<file path="config.mk">
export PLATFORM = sky130hd
export DESIGN_NAME = lce_syn
export DESIGN_NICKNAME = d
export VERILOG_FILES = /design/src/sv/lce_pkg.sv /design/src/sv/lce_syn.sv
export SDC_FILE = /design/constraint.sdc
export NUM_CORES = 2
export LEC_CHECK = 0
export BUFFER_PORTS_ARGS = -buffer_cell sky130_fd_sc_hd__buf_2
export CORE_MARGIN = 10
export CORE_UTILIZATION = 35
export DETAILED_ROUTE_END_ITERATION = 12
export HOLD_SLACK_MARGIN = 0.02
export SLEW_MARGIN = 25
export SYNTH_ARGS = -nofsm -noshare
export SYNTH_HDL_FRONTEND = slang
export SYNTH_SLANG_ARGS = --single-unit
</file>
<file path="constraint.sdc">
create_clock -name clock -period 18.8 [get_ports clock]
set_clock_uncertainty 0.1 [all_clocks]
set_input_delay 2.82 -clock clock [delete_from_list [all_inputs] [get_ports clock]]
set_output_delay 2.82 -clock clock [all_outputs]
set_load 0.05 [all_outputs]
</file>
<file path="src/sv/lce_pkg.sv">
// Shared types, constants and helpers of the current-synapse LIF neuron update block.
package lce_pkg;

   localparam int NEURONS = 1024;
   localparam int IDX_W = 10;
   localparam int DEPTH = 2 ** IDX_W;
   localparam int CNT_W = IDX_W + 1;
   localparam int DATA_W = 32;
   localparam int TICKS_W = 16;
   localparam int HIST_W = 64;
   localparam int SAT_W = 48;
   localparam int RND_HALF = 32768;
   localparam int FRAC_W = 16;

   localparam int SYN_PROD_W = 50;
   localparam int LEAK_DIFF_W = 33;
   localparam int LEAK_PROD_W = 51;
   localparam int LEAK_Q_W = LEAK_PROD_W - FRAC_W;
   localparam int DRIVE_PROD_W = 64;

   localparam int REQ_DATA_W = 144;
   localparam int RSP_DATA_W = 112;

   localparam int CSR_IDX_W = 3;
   localparam logic [CSR_IDX_W-1:0] CSR_EXC_DECAY = 3'd0;
   localparam logic [CSR_IDX_W-1:0] CSR_INH_DECAY = 3'd1;
   localparam logic [CSR_IDX_W-1:0] CSR_INV_CAP = 3'd2;
   localparam logic [CSR_IDX_W-1:0] CSR_INV_TAU = 3'd3;
   localparam logic [CSR_IDX_W-1:0] CSR_REST_V = 3'd4;
   localparam logic [CSR_IDX_W-1:0] CSR_RESET_V = 3'd5;
   localparam logic [CSR_IDX_W-1:0] CSR_THRESH_V = 3'd6;
   localparam logic [CSR_IDX_W-1:0] CSR_REFRACT = 3'd7;

   localparam logic [TICKS_W-1:0] TICKS_MAX = 16'hFFFF;
   localparam logic [TICKS_W-1:0] TICKS_ONE = 16'd1;

   localparam logic signed [SAT_W-1:0] SAT_HI = 48'sh0000_7FFF_FFFF;
   localparam logic signed [SAT_W-1:0] SAT_LO = 48'shFFFF_8000_0000;

   typedef struct packed {
      logic [16:0]              exc_decay;
      logic [16:0]              inh_decay;
      logic [30:0]              inv_capacitance;
      logic [16:0]              inv_membrane_tau;
      logic signed [DATA_W-1:0] rest_voltage;
      logic signed [DATA_W-1:0] reset_voltage;
      logic signed [DATA_W-1:0] threshold_voltage;
      logic [TICKS_W-1:0]       refractory_ticks;
   } cfg_type;

   localparam cfg_type CFG_RESET = '{
      exc_decay:         17'd52429,
      inh_decay:         17'd52429,
      inv_capacitance:   31'd65536,
      inv_membrane_tau:  17'd3277,
      rest_voltage:      32'sd0,
      reset_voltage:     32'sd0,
      threshold_voltage: 32'sd65536,
      refractory_ticks:  16'd2
   };

   typedef struct packed {
      logic signed [DATA_W-1:0] voltage;
      logic signed [DATA_W-1:0] exc;
      logic signed [DATA_W-1:0] inh;
      logic [TICKS_W-1:0]       ticks;
      logic [HIST_W-1:0]        history;
   } state_type;

   localparam state_type STATE_RESET = '{
      voltage: '0,
      exc:     '0,
      inh:     '0,
      ticks:   TICKS_MAX,
      history: '0
   };

   typedef struct packed {
      logic s1;
      logic s2;
      logic s3;
      logic s4;
      logic s5;
      logic s6;
   } stage_en_type;

   function automatic logic signed [DATA_W-1:0] sat32(input logic signed [SAT_W-1:0] x);
      logic signed [DATA_W-1:0] r;
      if (x > SAT_HI) begin
         r = SAT_HI[DATA_W-1:0];
      end else if (x < SAT_LO) begin
         r = SAT_LO[DATA_W-1:0];
      end else begin
         r = x[DATA_W-1:0];
      end
      return r;
   endfunction

endpackage

</file>
<file path="src/sv/lce_syn.sv">
// Synaptic current pipeline: decay, input add and total current.
module lce_syn import lce_pkg::*; (
   input  logic                     clock,
   input  cfg_type                  cfg,
   input  stage_en_type             en,
   input  logic signed [DATA_W-1:0] exc_old,
   input  logic signed [DATA_W-1:0] inh_old,
   input  logic signed [DATA_W-1:0] exc_in,
   input  logic signed [DATA_W-1:0] inh_in,
   input  logic signed [DATA_W-1:0] ext_in,
   input  logic signed [DATA_W-1:0] off_in,
   output logic signed [DATA_W-1:0] itot,
   output logic signed [DATA_W-1:0] exc_new,
   output logic signed [DATA_W-1:0] inh_new
);

   logic signed [SYN_PROD_W-1:0] exc_prod_ff, inh_prod_ff, exc_prod_in, inh_prod_in;
   logic signed [DATA_W-1:0] exc_in2_ff, inh_in2_ff, ext2_ff, off2_ff;
   logic signed [DATA_W-1:0] exc3_ff, inh3_ff, ext3_ff, off3_ff, exc3_in, inh3_in;
   logic signed [DATA_W-1:0] itot4_ff, itot4_in, exc4_ff, inh4_ff;
   logic signed [DATA_W-1:0] exc5_ff, inh5_ff, exc6_ff, inh6_ff;
   logic [SYN_PROD_W-1:0] exc_rnd, inh_rnd;
   logic signed [SAT_W-1:0] exc_sum, inh_sum, tot_sum;

   assign exc_prod_in = $signed({1'b0, cfg.exc_decay}) * exc_old;
   assign inh_prod_in = $signed({1'b0, cfg.inh_decay}) * inh_old;

   assign exc_rnd = exc_prod_ff + SYN_PROD_W'(RND_HALF);
   assign inh_rnd = inh_prod_ff + SYN_PROD_W'(RND_HALF);
   assign exc_sum = SAT_W'($signed(exc_rnd[SYN_PROD_W-1:FRAC_W])) + SAT_W'(exc_in2_ff);
   assign inh_sum = SAT_W'($signed(inh_rnd[SYN_PROD_W-1:FRAC_W])) + SAT_W'(inh_in2_ff);
   assign exc3_in = sat32(exc_sum);
   assign inh3_in = sat32(inh_sum);

   assign tot_sum = SAT_W'(exc3_ff) + SAT_W'(inh3_ff) + SAT_W'(ext3_ff) + SAT_W'(off3_ff);
   assign itot4_in = sat32(tot_sum);

   always_ff @(posedge clock) begin
      if (en.s2) begin
         exc_prod_ff <= exc_prod_in;
         inh_prod_ff <= inh_prod_in;
         exc_in2_ff <= exc_in;
         inh_in2_ff <= inh_in;
         ext2_ff <= ext_in;
         off2_ff <= off_in;
      end
      if (en.s3) begin
         exc3_ff <= exc3_in;
         inh3_ff <= inh3_in;
         ext3_ff <= ext2_ff;
         off3_ff <= off2_ff;
      end
      if (en.s4) begin
         itot4_ff <= itot4_in;
         exc4_ff <= exc3_ff;
         inh4_ff <= inh3_ff;
      end
      if (en.s5) begin
         exc5_ff <= exc4_ff;
         inh5_ff <= inh4_ff;
      end
      if (en.s6) begin
         exc6_ff <= exc5_ff;
         inh6_ff <= inh5_ff;
      end
   end

   assign itot = itot4_ff;
   assign exc_new = exc6_ff;
   assign inh_new = inh6_ff;

endmodule

</file>
==> results.yml <==
outcome:
  outcome: "completed"
synthesis:
  yosys-top-cells-area: "fa_1 (35%), edfxtp_1 (26%), inv_1 (8.7%), ha_1 (6.6%), and2_1 (6.4%)"
  ys_ff_latch: 550
  synthesis.nets: 7797
  syn_area_um2: 62900
  avgSynthCellArea_um2: 10.5
  yosysWarnings: 0
  synth_ff_type: "edfxtp_1"
  synth.largest_area_cell: "fa_1"
  seq_area_frac_synth_pct: 26.3
  synth_cells: 5965
  yosysUniqueCellTypes: 77
  synth_top_cell_area_share_pct: 35.2
  postSynth.asyncResetShare_pct: 0
  synth_edf_count: 550
placement:
  place_hpwl_mm: 128
  port_buffers: 327
  gp_congestion: 0.850
min_path:
  hold_path_class: "register to register"
  holdPathEnd: "off3_ff[15]$_DFFE_PP_"
  hold_start: "off2_ff[15]$_DFFE_PP_"
  holdPathStages: 0
cts:
  cts_buffer_depth: 3
  cts_tree: "done"
  insertion_delay_ns: 0.62
  post-cts-setup-buffers: 0
  cts_resized: 0
  hold_buffers: 0
  numCtsBuffers: 56
  htreeDepth: 2
  cts_sinks: 550
  path_clk_slew_ns: 0.06
  clockRootBuffer: "clkbuf_16"
detailed_routing:
  wl_per_cell_um: 19.3
  ant_nets: 0
  via_per_inst: 4.77
  drt_iter0_markers: 2325
  drc: 0
  top_layer_used: "met5"
  first_pass_iters: 7
  wl_met1_mm: 67.9
  routed_wl_mm: 165
  wl_met2_mm: 83.5
  routed-wl-met3_mm: 8.01
  via_count: 40900
die:
  io_pins: 489
  start_util_pct: 35.2
  row_count: 155
  die_w_um: 444
  fp.dieArea_um2: 197000
  core_area_um2: 178000
  die_y_um: 444
worst_setup_path:
  ff2ff_path_depth: 18
  critPathCaptureType: "register"
  path_class: "input pin to register"
  r2r-end: "itot[29]$_SDFFCE_PN1P_"
  path_max_fanout: 32
  cp-start-kind: "input pin"
  reg2reg_setup_slack_ns: 13.51
  crit_arrival_ns: 9.85
  required_ns: 19.07
  r2r-start: "inh3_ff[1]$_SDFFCE_PN1P_"
grt:
  antenna_found_initial: 22
  first_global_vias: 44600
  grt_max_degree: 87
  grt_usage_pct: 16.7
  grt_pass1_wl_mm: 259
  overflow: 0
cells_and_area:
  layout-drive-gt1-share_pct: 7.35
  synthToLayoutAreaGrowth_pct: 9.21
  fillers: 17400
  multi_input_area_um2: 40100
  seqCellArea_um2: 16500
  nets: 7991
sta:
  setup_viol: 0
  slew_violations: 0
  max_freq_mhz: 104
  rsz0062_at_grt: "false"
  hold_viol_final: 0
  period_minus_slack_ns: 9.58
  period_share_pct: 51.0
  finalSetupTns_ns: 0
  tightest_slew_ns: 0.994
  slew_headroom_pct: 33.7
flow_run:
  cap_violations: 0
-- cell usage in the layout, fill, tap and decap left out, types with 7 or more instances in the layout --
master and n:
inv_1 1461, fa_1 1105, and2_1 645, nand2_1 552, edfxtp_1 550, ha_1 334, buf_2 322, a21o_1 177
a21oi_1 150, xnor2_1 147, xor2_1 85, nor2_1 84, o21ai_0 69, clkbuf_16 57, nand3_1 45, and3_1 29
nor2b_1 29, nand2b_1 28, nand4_1 24, o21a_1 21, a31oi_1 21, o211ai_1 17, o21bai_1 17, nor3_1 16
diode_2 15, buf_4 15, a211oi_1 13, clkbuf_1 13, o21ai_1 11, or3_1 10, clkinv_2 10, and4_1 9
o31ai_1 9, a21boi_0 8, or2_2 7, clkinv_1 7
-- sequential cells by signal, summed over array words and instances (netlist names) --
| register | cells |
|---|---|
| exc_prod_ff | 35 |
| inh_prod_ff | 35 |
| exc3_ff | 32 |
| exc4_ff | 32 |
| exc5_ff | 32 |
| exc_in2_ff | 32 |
| exc_new | 32 |
| ext2_ff | 32 |
| ext3_ff | 32 |
| inh3_ff | 32 |
| inh4_ff | 32 |
| inh5_ff | 32 |
| inh_in2_ff | 32 |
| inh_new | 32 |
| itot | 32 |
| off2_ff | 32 |
| off3_ff | 32 |
-- layout make-up --
type	instances	area share (%)
Tap cell	2355	4.29
Timing Repair Buffer	339	2.55
Inverter	1461	7.99
Sequential cell	550	24.1
Clock buffer	70	2.15
Clock inverter	34	0.521
Multi-Input combinational cell	3751	58.4
Antenna cell	15	0.0547
-- worst max-delay path, stage by stage --
cell and delay, ns:
buf_2 0.67, nand2_1 0.18, fa_1 0.57, inv_1 0.05, fa_1 0.48, fa_1 0.58
fa_1 0.44, fa_1 0.50, inv_1 0.05, fa_1 0.57, inv_1 0.07, ha_1 0.35
nand4_1 0.18, or2_1 0.28, or3_1 0.34, nor3_1 0.27, a2111oi_0 0.21, o21ai_1 0.36
a21oi_1 0.24, o311ai_2 0.35, a21oi_1 0.13, xnor2_1 0.13
-- how the worst max path moves through the flow --
stage | from | endpoint | slack [ns] | depth (start not counted)
floorplan | cfg[169] | inh_prod_ff[46]$_DFFE_PP_ | 9.72 | 24
global placement | cfg[186] | exc_prod_ff[46]$_DFFE_PP_ | 8.59 | 22
detailed placement | cfg[180] | exc_prod_ff[49]$_DFFE_PP_ | 8.49 | 22
CTS | cfg[180] | exc_prod_ff[49]$_DFFE_PP_ | 9.16 | 22
global route | cfg[186] | exc_prod_ff[46]$_DFFE_PP_ | 8.71 | 22
finish | cfg[186] | exc_prod_ff[44]$_DFFE_PP_ | 9.22 | 22
-- cells in the mapped netlist (all sizes together), types with 4 or more instances --
library cell  count
and2            645
nand2           552
or3              10
clkbuf          184
inv            1461
xor2             85
fa             1105
a221oi            4
nand2b           28
o21ai            81
a211oi           18
a211o             6
a21oi           152
nand3            45
nand4            24
a311oi            4
and4              9
nor2             84
a41oi             5
o31a              6
a2111oi           4
o22ai             5
a21o            177
xnor2           147
buf              19
o21bai           17
o211ai           17
nor3             16
a31o             10
a21boi            9
and3             29
o311ai            5
a31oi            22
ha              334
o31ai            10
edfxtp          550
nor2b            29
o21a             21
or2               8
-- kinds of logic after synthesis --
logic type | count (synthesis) | share of synthesized area [%]
fa+ha+maj | 1439 | 41.8
buf+inv | 1664 | 9.99
mux | 4 | 0.0856
simple gates | 1486 | 12.2
compound gates | 590 | 6.37
xor+xnor | 232 | 3.23
flops | 550 | 26.3
-- layer usage --
metal,vias to the layer above,track usage [%]
li1,18600,-
met5,-,0.122
met4,12,5.42
met1,21000,21.0
met3,218,2.22
met2,1008,29.5
-- stage by stage --
stage | cell area, um^2 | instances | util, % | setup WS [ns] | hold WS, ns
after detailed placement | 66800 | 8456 | 37.4 | 8.49 | 0.305
final | 68600 | 8575 | 38.5 | 9.22 | 0.307
after global placement | 66800 | 8456 | 37.4 | 8.59 | 0.302
after floorplan | 62900 | 5965 | - | 9.72 | 0.300
after CTS | 68600 | 8560 | 38.4 | 9.16 | 0.313
after global routing | 68600 | 8570 | 38.5 | 8.71 | 0.317
Power is not shown: default switching activity piles up to over one toggle a cycle in this logic, so the estimate is an artifact.
