==> src/sv/lce_pkg.sv <==
// Shared types, constants and helpers of the current-synapse LIF neuron update block.
package lce_pkg;

   localparam int NEURONS = 1024;
   localparam int IDX_W = 10;
   localparam int DEPTH = 2 ** IDX_W;
   localparam int CNT_W = IDX_W + 1;
   localparam int DATA_W = 32;
   localparam int TICKS_W = 16;
   localparam int HIST_W = 64;
   localparam int SAT_W = 48;
   localparam int RND_HALF = 32768;
   localparam int FRAC_W = 16;

   localparam int SYN_PROD_W = 50;
   localparam int LEAK_DIFF_W = 33;
   localparam int LEAK_PROD_W = 51;
   localparam int LEAK_Q_W = LEAK_PROD_W - FRAC_W;
   localparam int DRIVE_PROD_W = 64;

   localparam int REQ_DATA_W = 144;
   localparam int RSP_DATA_W = 112;

   localparam int CSR_IDX_W = 3;
   localparam logic [CSR_IDX_W-1:0] CSR_EXC_DECAY = 3'd0;
   localparam logic [CSR_IDX_W-1:0] CSR_INH_DECAY = 3'd1;
   localparam logic [CSR_IDX_W-1:0] CSR_INV_CAP = 3'd2;
   localparam logic [CSR_IDX_W-1:0] CSR_INV_TAU = 3'd3;
   localparam logic [CSR_IDX_W-1:0] CSR_REST_V = 3'd4;
   localparam logic [CSR_IDX_W-1:0] CSR_RESET_V = 3'd5;
   localparam logic [CSR_IDX_W-1:0] CSR_THRESH_V = 3'd6;
   localparam logic [CSR_IDX_W-1:0] CSR_REFRACT = 3'd7;

   localparam logic [TICKS_W-1:0] TICKS_MAX = 16'hFFFF;
   localparam logic [TICKS_W-1:0] TICKS_ONE = 16'd1;

   localparam logic signed [SAT_W-1:0] SAT_HI = 48'sh0000_7FFF_FFFF;
   localparam logic signed [SAT_W-1:0] SAT_LO = 48'shFFFF_8000_0000;

   typedef struct packed {
      logic [16:0]              exc_decay;
      logic [16:0]              inh_decay;
      logic [30:0]              inv_capacitance;
      logic [16:0]              inv_membrane_tau;
      logic signed [DATA_W-1:0] rest_voltage;
      logic signed [DATA_W-1:0] reset_voltage;
      logic signed [DATA_W-1:0] threshold_voltage;
      logic [TICKS_W-1:0]       refractory_ticks;
   } cfg_type;

   localparam cfg_type CFG_RESET = '{
      exc_decay:         17'd52429,
      inh_decay:         17'd52429,
      inv_capacitance:   31'd65536,
      inv_membrane_tau:  17'd3277,
      rest_voltage:      32'sd0,
      reset_voltage:     32'sd0,
      threshold_voltage: 32'sd65536,
      refractory_ticks:  16'd2
   };

   typedef struct packed {
      logic signed [DATA_W-1:0] voltage;
      logic signed [DATA_W-1:0] exc;
      logic signed [DATA_W-1:0] inh;
      logic [TICKS_W-1:0]       ticks;
      logic [HIST_W-1:0]        history;
   } state_type;

   localparam state_type STATE_RESET = '{
      voltage: '0,
      exc:     '0,
      inh:     '0,
      ticks:   TICKS_MAX,
      history: '0
   };

   typedef struct packed {
      logic s1;
      logic s2;
      logic s3;
      logic s4;
      logic s5;
      logic s6;
   } stage_en_type;

   function automatic logic signed [DATA_W-1:0] sat32(input logic signed [SAT_W-1:0] x);
      logic signed [DATA_W-1:0] r;
      if (x > SAT_HI) begin
         r = SAT_HI[DATA_W-1:0];
      end else if (x < SAT_LO) begin
         r = SAT_LO[DATA_W-1:0];
      end else begin
         r = x[DATA_W-1:0];
      end
      return r;
   endfunction

endpackage

==> src/sv/lce_csr.sv <==
// Configuration register bank shared by all neurons.
module lce_csr import lce_pkg::*; (
   input  logic                 clock,
   input  logic                 reset,
   input  logic                 csr_valid,
   output logic                 csr_ready,
   input  logic [CSR_IDX_W-1:0] csr_index,
   input  logic [DATA_W-1:0]    csr_wdata,
   output cfg_type              cfg
);

   cfg_type cfg_ff, cfg_in;

   assign csr_ready = 1'b1;
   assign cfg = cfg_ff;

   always_comb begin
      cfg_in = cfg_ff;
      if (csr_valid) begin
         unique case (csr_index)
            CSR_EXC_DECAY: cfg_in.exc_decay = csr_wdata[16:0];
            CSR_INH_DECAY: cfg_in.inh_decay = csr_wdata[16:0];
            CSR_INV_CAP:   cfg_in.inv_capacitance = csr_wdata[30:0];
            CSR_INV_TAU:   cfg_in.inv_membrane_tau = csr_wdata[16:0];
            CSR_REST_V:    cfg_in.rest_voltage = $signed(csr_wdata);
            CSR_RESET_V:   cfg_in.reset_voltage = $signed(csr_wdata);
            CSR_THRESH_V:  cfg_in.threshold_voltage = $signed(csr_wdata);
            CSR_REFRACT:   cfg_in.refractory_ticks = csr_wdata[TICKS_W-1:0];
            default:       cfg_in = cfg_ff;
         endcase
      end
   end

   always_ff @(posedge clock) begin
      if (reset) begin
         cfg_ff <= CFG_RESET;
      end else begin
         cfg_ff <= cfg_in;
      end
   end

endmodule

==> config.mk <==
export PLATFORM = sky130hd
export DESIGN_NAME = lce_csr
export DESIGN_NICKNAME = d
export VERILOG_FILES = /design/src/sv/lce_pkg.sv /design/src/sv/lce_csr.sv
export SDC_FILE = /design/constraint.sdc
export NUM_CORES = 1
export LEC_CHECK = 0
export ABC_AREA = 1
export BUFFER_PORTS_ARGS = -buffer_cell sky130_fd_sc_hd__buf_2
export CORE_MARGIN = 5
export CORE_UTILIZATION = 55
export CTS_CLUSTER_SIZE = 20
export DETAILED_ROUTE_END_ITERATION = 6
export GPL_TIMING_DRIVEN = 1
export PLACE_DENSITY_LB_ADDON = 0.05
export SYNTH_ARGS = -nofsm -noshare
export SYNTH_HDL_FRONTEND = slang
export SYNTH_SLANG_ARGS = --single-unit
==> constraint.sdc <==
create_clock -name clock -period 2.12 [get_ports clock]
set_clock_uncertainty 0.1 [all_clocks]
set_input_delay 0.212 -clock clock [delete_from_list [all_inputs] [get_ports clock]]
set_output_delay 0.212 -clock clock [all_outputs]
set_load 0.03 [all_outputs]
==> results by group, run 1 <==
Status
  – Outcome: complete, no violations

STA
  – Max Slew Vio Count: 0
  – Setup violators final: 0
  – Final Hold Fails: 0
  – Tcrit/Tclk final: about 64%
  – Final setup TNS: 0 ns
  – Fmax: ~740 MHz
  – RSZ-0062 raised after global routing: false
  – Post-route minimum period: 1.36 ns

Global routing
  – Initial antenna violation count: 0
  – GRT Util Overall: a little over a quarter
  – First-pass GRT wire length: 35200 µm
  – Largest net degree at the start of global routing: 63
  – Vias in the first global route: between 6000 and 7000
  – Gr ovfl total: 0

Pwr
  – Flop pwr share: about 47%
  – Logic pwr share: between 10% and 20%
  – Leakage power: roughly 4.8 nW
  – PwrDens: approximately 860 nW/µm²
  – Switch share: 26.6%
  – Clk network pwr share: between 40% and 50%
  – Peak supply drop: 753 µV
  – Power Internal: 5.98 mW
  – Net Switching: between 2 and 2.5 mW

Critical path
  – RR Endpoint: cfg[176]$_SDFFE_PP0P_
  – Req. time, crit path: between 1.5 and 2 ns
  – FF-to-FF setup slack: roughly 1.4 ns
  – R2R Path Start: cfg[176]$_SDFFE_PP0P_
  – Slowest stage cell, crit path: dfxtp_1
  – Worst path cell trace: buf_2
  – CP Launch Type: flop
  – Crit path kind: reg -> out
  – Buf/Inv on CP: 1
  – Worst path arrival time: between 1 and 1.5 ns
  – CP endpoint kind: output port
  – CP max stage delay: ~0.39 ns
  – CP Max Fanout: 2
  – Largest delay contributor family on the critical path: flip-flops
  – Reg2Reg Depth: 2

Synthesis
  – Leading area contributor after synthesis: dfxtp_1
  – Post-Syn Instances: between 1000 and 1500
  – Yosys warns: 0
  – Post-Syn Area: about 7500 µm²
  – Syn avg cell area: roughly 7.0 µm²
  – Synth top area cells: dfxtp_1, nor2_1, nand2_1
  – Sequential area share after synthesis: just over 50%
  – Post-synth cell types: 13
  – Syn nets: 1113
  – Yosys top cell area share: between 50% and 60%
  – #FFs+latches synth: 194

Finish
  – N_diodes: 0
  – Share of the core filled with cells: a little under three quarters
  – Design area: approximately 9500 µm²
  – Max FFs per register: 194
  – Filler cell count: ~1200
  – Share of layout cells above drive strength 1: between 20% and 30%
  – Layout Nets: roughly 1300
  – Area delta synth->final: 27.3%

Route
  – First-pass DRT Iterations: 5
  – Drt drc: 0
  – Total Wirelength: approximately 23000 µm
  – Wire per inst: approximately 15 µm
  – Iteration-0 DRC Markers: around 800
  – Vias after detailed routing: approximately 7500
  – Routed vias/inst: just over 5
  – Final ANT Viol Nets: 0

Floorplanning
  – Die height: 127 µm
  – I/O pin count: 233
  – Core Box Area: around 13000 µm²
  – Chip Width: 127 µm
  – Die area: around 16000 µm²
  – # rows: 42
  – Initial Util: between 50% and 60%

Place
  – # port buffers: about 230
  – Routability cong.: just under 0.9
  – Placement-stage cell area: slightly below 9000 µm²
  – DP Wirelength: ~15000 µm

Clock network
  – Clock latency on the worst-skew pair: ~0.43 ns
  – TritonCTS Buffers: 17
  – Clk slew on worst S/H paths: approximately 0.060 ns
  – CTS tree: yes
  – Clock sinks: slightly below 200
  – Setup Buffers After CTS: 0
  – H-tree levels: 4
  – CTS Buffer Depth: 2
  – Root buf cell: clkbuf_16

Min path
  – WHS Endpoint: cfg[47]$_SDFFE_PP0P_
  – Min-delay src: csr_wdata[31]
  – Hold Crit Class: in -> reg
  – Hold Path Depth: 5

Job
  – Max cap viols: 0
## worst max-delay path by stage
stage | start | end | cells after the start
CTS | cfg[176]$_SDFFE_PP0P_ | cfg[176] | 1
detailed placement | csr_index[0] | cfg[170]$_SDFFE_PP1P_ | 7
global route | cfg[190]$_SDFFE_PP0P_ | cfg[190] | 1
floorplan | csr_valid | cfg[160]$_SDFFE_PP1P_ | 6
global placement | csr_index[0] | cfg[170]$_SDFFE_PP1P_ | 7
finish | cfg[176]$_SDFFE_PP0P_ | cfg[176] | 1
## layout make-up
type                    instances  area [µm²]  share of cell area [%]
inverters                      39         151                    1.59
clock inverters                10         133                    1.39
well taps                     176         220                    2.31
flip-flops and latches        194        3880                    40.8
multi-input cells             771        3170                    33.3
clock buffers                  22         464                    4.88
repair buffers                267        1490                    15.7
## routing by layer
layer  vias to the layer above  part of all wire (%)  GRT usage (%)  routed length, µm
met4                         0                   1.7           7.70                374
li1                       3760                     -              -                  -
met3                        28                   9.6           7.23               2160
met5                         -                     0              0                  0
met1                      3377                    42           37.6               9530
met2                       357                    46           42.9              10500
## synthesized netlist by cell type
library cell  number
buf_2             35
nand3_1          179
clkbuf_1          30
nand2_1          245
dfxtp_1          194
inv_1             38
o21ai_0            2
nor2_1           340
buf_4              1
conb_1             1
buf_1              5
clkinv_1           1
nor2_2             4
## metrics by stage
stage	hold slack, ns	cells	total power [mW]	setup slack [ns]
floorplan	0.225	1075	4.61	0.919
global placement	0.335	1436	4.93	0.621
detailed placement	0.342	1436	4.95	0.597
CTS	0.0400	1479	8.17	0.773
global route	0.0704	1479	8.44	0.741
finish	0.0519	1479	8.15	0.762
## timing repair
action | CTS | global route
hold endpoints to repair | 28 | 0
hold buffers | 11 | 0
resized for setup | 0 | 0
## power by group through the flow
stage                     Clock [mW]  Combinational, mW  Sequential, mW
after floorplan                    0              0.440            4.17
after global placement             0               1.01            3.92
after detailed placement           0               1.02            3.92
after CTS                       3.28               1.04            3.84
after global routing            3.44               1.14            3.86
final                           3.26               1.04            3.84
## layout by cell type, fill, tap and decap left out, drive strengths merged, types with 4 or more instances in the layout
cell	netlist	final
clkbuf	30	22
buf	41	256
clkinv	1	4
nand2	245	245
nand3	179	179
dlygate4sd3	0	11
nor2	344	344
dfxtp	194	194
inv	38	39
## kinds of logic after synthesis
| family | count (synthesis) | synth area share (%) |
|---|---|---|
| AOI/OAI and AO/OA | 2 | 0.134 |
| DFF | 194 | 52.0 |
| buffers and inverters | 110 | 6.16 |
| and+or+nand+nor | 768 | 41.7 |
| other | 1 | 0.0502 |
(Power assumes the default switching activity.)
==> inputs of run 2 (changes only) <==
--- a/config.mk
+++ b/config.mk
@@ -5,10 +5,10 @@
 export SDC_FILE = /design/constraint.sdc
 export NUM_CORES = 1
 export LEC_CHECK = 0
-export ABC_AREA = 1
+export ABC_AREA = 0
 export BUFFER_PORTS_ARGS = -buffer_cell sky130_fd_sc_hd__buf_2
 export CORE_MARGIN = 5
-export CORE_UTILIZATION = 55
+export CORE_UTILIZATION = 51
 export CTS_CLUSTER_SIZE = 20
 export DETAILED_ROUTE_END_ITERATION = 6
 export GPL_TIMING_DRIVEN = 1
==> constraint.sdc (replaced) <==
create_clock -name clock -period 1.3 [get_ports clock]
set_clock_uncertainty 0.1 [all_clocks]
set_input_delay 0.13 -clock clock [delete_from_list [all_inputs] [get_ports clock]]
set_output_delay 0.13 -clock clock [all_outputs]
set_load 0.03 [all_outputs]
==> run 2 against run 1 <==
  * Synthesized cell count fell by 36%
  * Sequential share of layout area fell by 1.8 points
  * Critical endpoint is now cfg[169]
  * Design area rose by 4.7%
  * Critical path type unchanged
  * Via count fell by 24%
  * First-iteration DRC count fell by 70%
  * Largest cell class unchanged
  * Utilization fell by 3.3 points
  * Combinational power rose by 16%
  * Count of clock-buffer cells in the layout rose by 3
  * Die area rose by 8.9%
==> results by group, run 2 <==
Route
  – Final ANT Viol Nets: 0
  – Routed vias/inst: ~5
  – Drt drc: 0
  – Vias after detailed routing: approximately 5700
  – First-pass DRT Iterations: 4
  – Iteration-0 DRC Markers: between 200 and 250
  – Wire per inst: around 18 µm
  – Total Wirelength: about 20000 µm

Finish
  – Most frequent cells in the layout: buf_2, nand2b_1, mux2i_1, dfxtp_1, nor2_1
  – Commonest non-fill, non-tap cell in the layout: buf_2
  – Layout Nets: roughly 1000
  – Filler cell count: 1148
  – Area delta synth->final: 31.0%
  – Max FFs per register: 194
  – Share of layout cells above drive strength 1: 30.0%
  – N_diodes: 0
  – Design area: approximately 10000 µm²

Global routing
  – GRT Util Overall: 22.7%
  – Largest net degree at the start of global routing: 50
  – Vias in the first global route: between 5000 and 6000
  – First-pass GRT wire length: ~32000 µm
  – Initial antenna violation count: 0
  – Gr ovfl total: 0

Synthesis
  – Post-Syn Instances: 693
  – Post-Syn Area: between 7000 and 8000 µm²
  – Syn avg cell area: ~11 µm²
  – Top FF cell, synth: dfxtp_1
  – Post-synth EDFFs: 0
  – Ys async rst share: 0%
  – Most common cell in the synthesized netlist: nand2b_1
  – #FFs+latches synth: between 150 and 200
  – Leading area contributor after synthesis: dfxtp_1
  – Yosys warns: 0
  – Yosys top cell area share: 51.1%
  – Syn nets: around 730
  – Sequential area share after synthesis: approximately half
  – Post-synth cell types: 17
  – Most frequent cells after synthesis: nand2b_1, dfxtp_1, mux2i_1, nor2_1, clkbuf_1
  – Synth top area cells: dfxtp_1, mux2i_1, nand2b_1

Status
  – Outcome: complete, no violations

Clock network
  – Root buf cell: clkbuf_16
  – H-tree levels: 4
  – TritonCTS Buffers: 17
  – Clock latency on the worst-skew pair: roughly 0.42 ns
  – CTS Buffer Depth: 2
  – Setup Buffers After CTS: 0
  – CTS tree: yes
  – Clk slew on worst S/H paths: roughly 0.06 ns
  – Clock sinks: roughly 190

Floorplanning
  – Die height: 132 µm
  – Core Box Area: between 10000 and 15000 µm²
  – Initial Util: 52.1%
  – Chip Width: approximately 130 µm
  – Die area: about 17000 µm²
  – I/O pin count: about 230
  – # rows: between 40 and 50

Place
  – Placement-stage cell area: just over 9000 µm²
  – # port buffers: about 230
  – Routability cong.: 0.813
  – DP Wirelength: 14300 µm

STA
  – Post-route minimum period: 1.24 ns
  – Final Hold Fails: 0
  – Worst-Margin Slew: 0.512 ns
  – Slew HR: approximately two thirds
  – Max Slew Vio Count: 0
  – Fmax: approximately 810 MHz
  – RSZ-0062 raised after global routing: false
  – Fin Hold WS: a little under 0.02 ns
  – Final setup TNS: 0 ns
  – Setup violators final: 0
  – Tcrit/Tclk final: 95.5%

Critical path
  – Worst path cell trace: buf_2
  – CP endpoint kind: output port
  – Worst path arrival time: 1.01 ns
  – Slowest stage cell, crit path: dfxtp_1
  – Largest delay contributor family on the critical path: flip-flops
  – CP Max Fanout: 2
  – CP max stage delay: 0.37 ns
  – Crit path kind: reg -> out
  – Req. time, crit path: approximately 1.1 ns
  – Buf/Inv on CP: 1
  – CP Launch Type: flop

Pwr
  – Leakage power: between 5 and 6 nW
  – PwrDens: about 1300 nW/µm²
  – Peak supply drop: ~830 µV
  – PnR Total Power: around 13 mW

Job
  – Max cap viols: 0

Min path
  – Hold Crit Class: in -> reg
-- run 2: cell types whose count changed after synthesis, sizes merged, moves of 3 or more --
cell,change
nand3,-179
nand4b,+3
mux2i,+194
nor2,-305
nand2,-245
clkbuf,-5
inv,-38
buf,-9
nand2b,+198
-- run 2: what timing repair did --
action / in CTS / in global routing
hold buffers: 27 / 0
resized for setup: 0 / 0
hold endpoints to repair: 86 / 0
-- run 2: kinds of logic (layout without fill, tap and decap cells) --
| family | count (synthesis) | in the layout | share of synthesized area (%) |
|---|---|---|---|
| AND/OR/NAND/NOR | 247 | 247 | 19.6 |
| flip-flops | 194 | 194 | 51.1 |
| buffers and inverters | 57 | 313 | 3.75 |
| other | 1 | 1 | 0.0493 |
| multiplexers | 194 | 194 | 25.5 |
-- run 2: worst min-delay path, stage by stage --
cell      delay [ns]
buf_4           0.17
nand2b_1        0.12
mux2i_1         0.06
-- run 2: final timing paths --
path                                               to  depth (start not counted)  slack, ns             startpoint
worst max-delay path                         cfg[169]                          1       0.06  cfg[169]$_SDFFE_PP0P_
worst min-delay path             cfg[12]$_SDFFE_PP0P_                          3       0.02                  reset
worst max register to register  cfg[135]$_SDFFE_PP0P_                          2       0.54  cfg[135]$_SDFFE_PP0P_
worst min register to register   cfg[95]$_SDFFE_PP0P_                          2       0.37   cfg[95]$_SDFFE_PP0P_
-- run 2: final cells by class --
| class | count | area [µm²] | area share, % |
|---|---|---|---|
| clock buffer | 25 | 475 | 4.77 |
| timing repair buffer | 283 | 1740 | 17.5 |
| multi-input combinational | 442 | 3480 | 34.9 |
| clock inverter | 5 | 150 | 1.51 |
| tap | 184 | 230 | 2.31 |
| sequential | 194 | 3880 | 39.0 |
-- run 2: layer usage --
metal / up-vias / GRT usage, % / wire, µm
li1: 2758 / - / -
met1: 2740 / 29.9 / 8850
met2: 173 / 35.7 / 9380
met3: 18 / 6.87 / 1400
met4: 0 / 7.43 / 295
met5: - / 0 / 0
-- run 2: power by group --
part / switching, mW / leakage (nW) / internal (mW)
Sequential: 0.0721 / 1.57 / 6.08
Combinational: 0.721 / 3.33 / 0.491
Clock: 2.10 / 0.302 / 3.50
-- run 2: stage by stage --
step	util (%)	setup WS [ns]	instances
after floorplan	-	-0.0952	693
after global placement	62.1	-0.0683	1076
after detailed placement	62.1	-0.102	1076
after CTS	68.3	0.0329	1133
after global routing	68.3	0.0129	1133
final	68.3	0.0581	1133
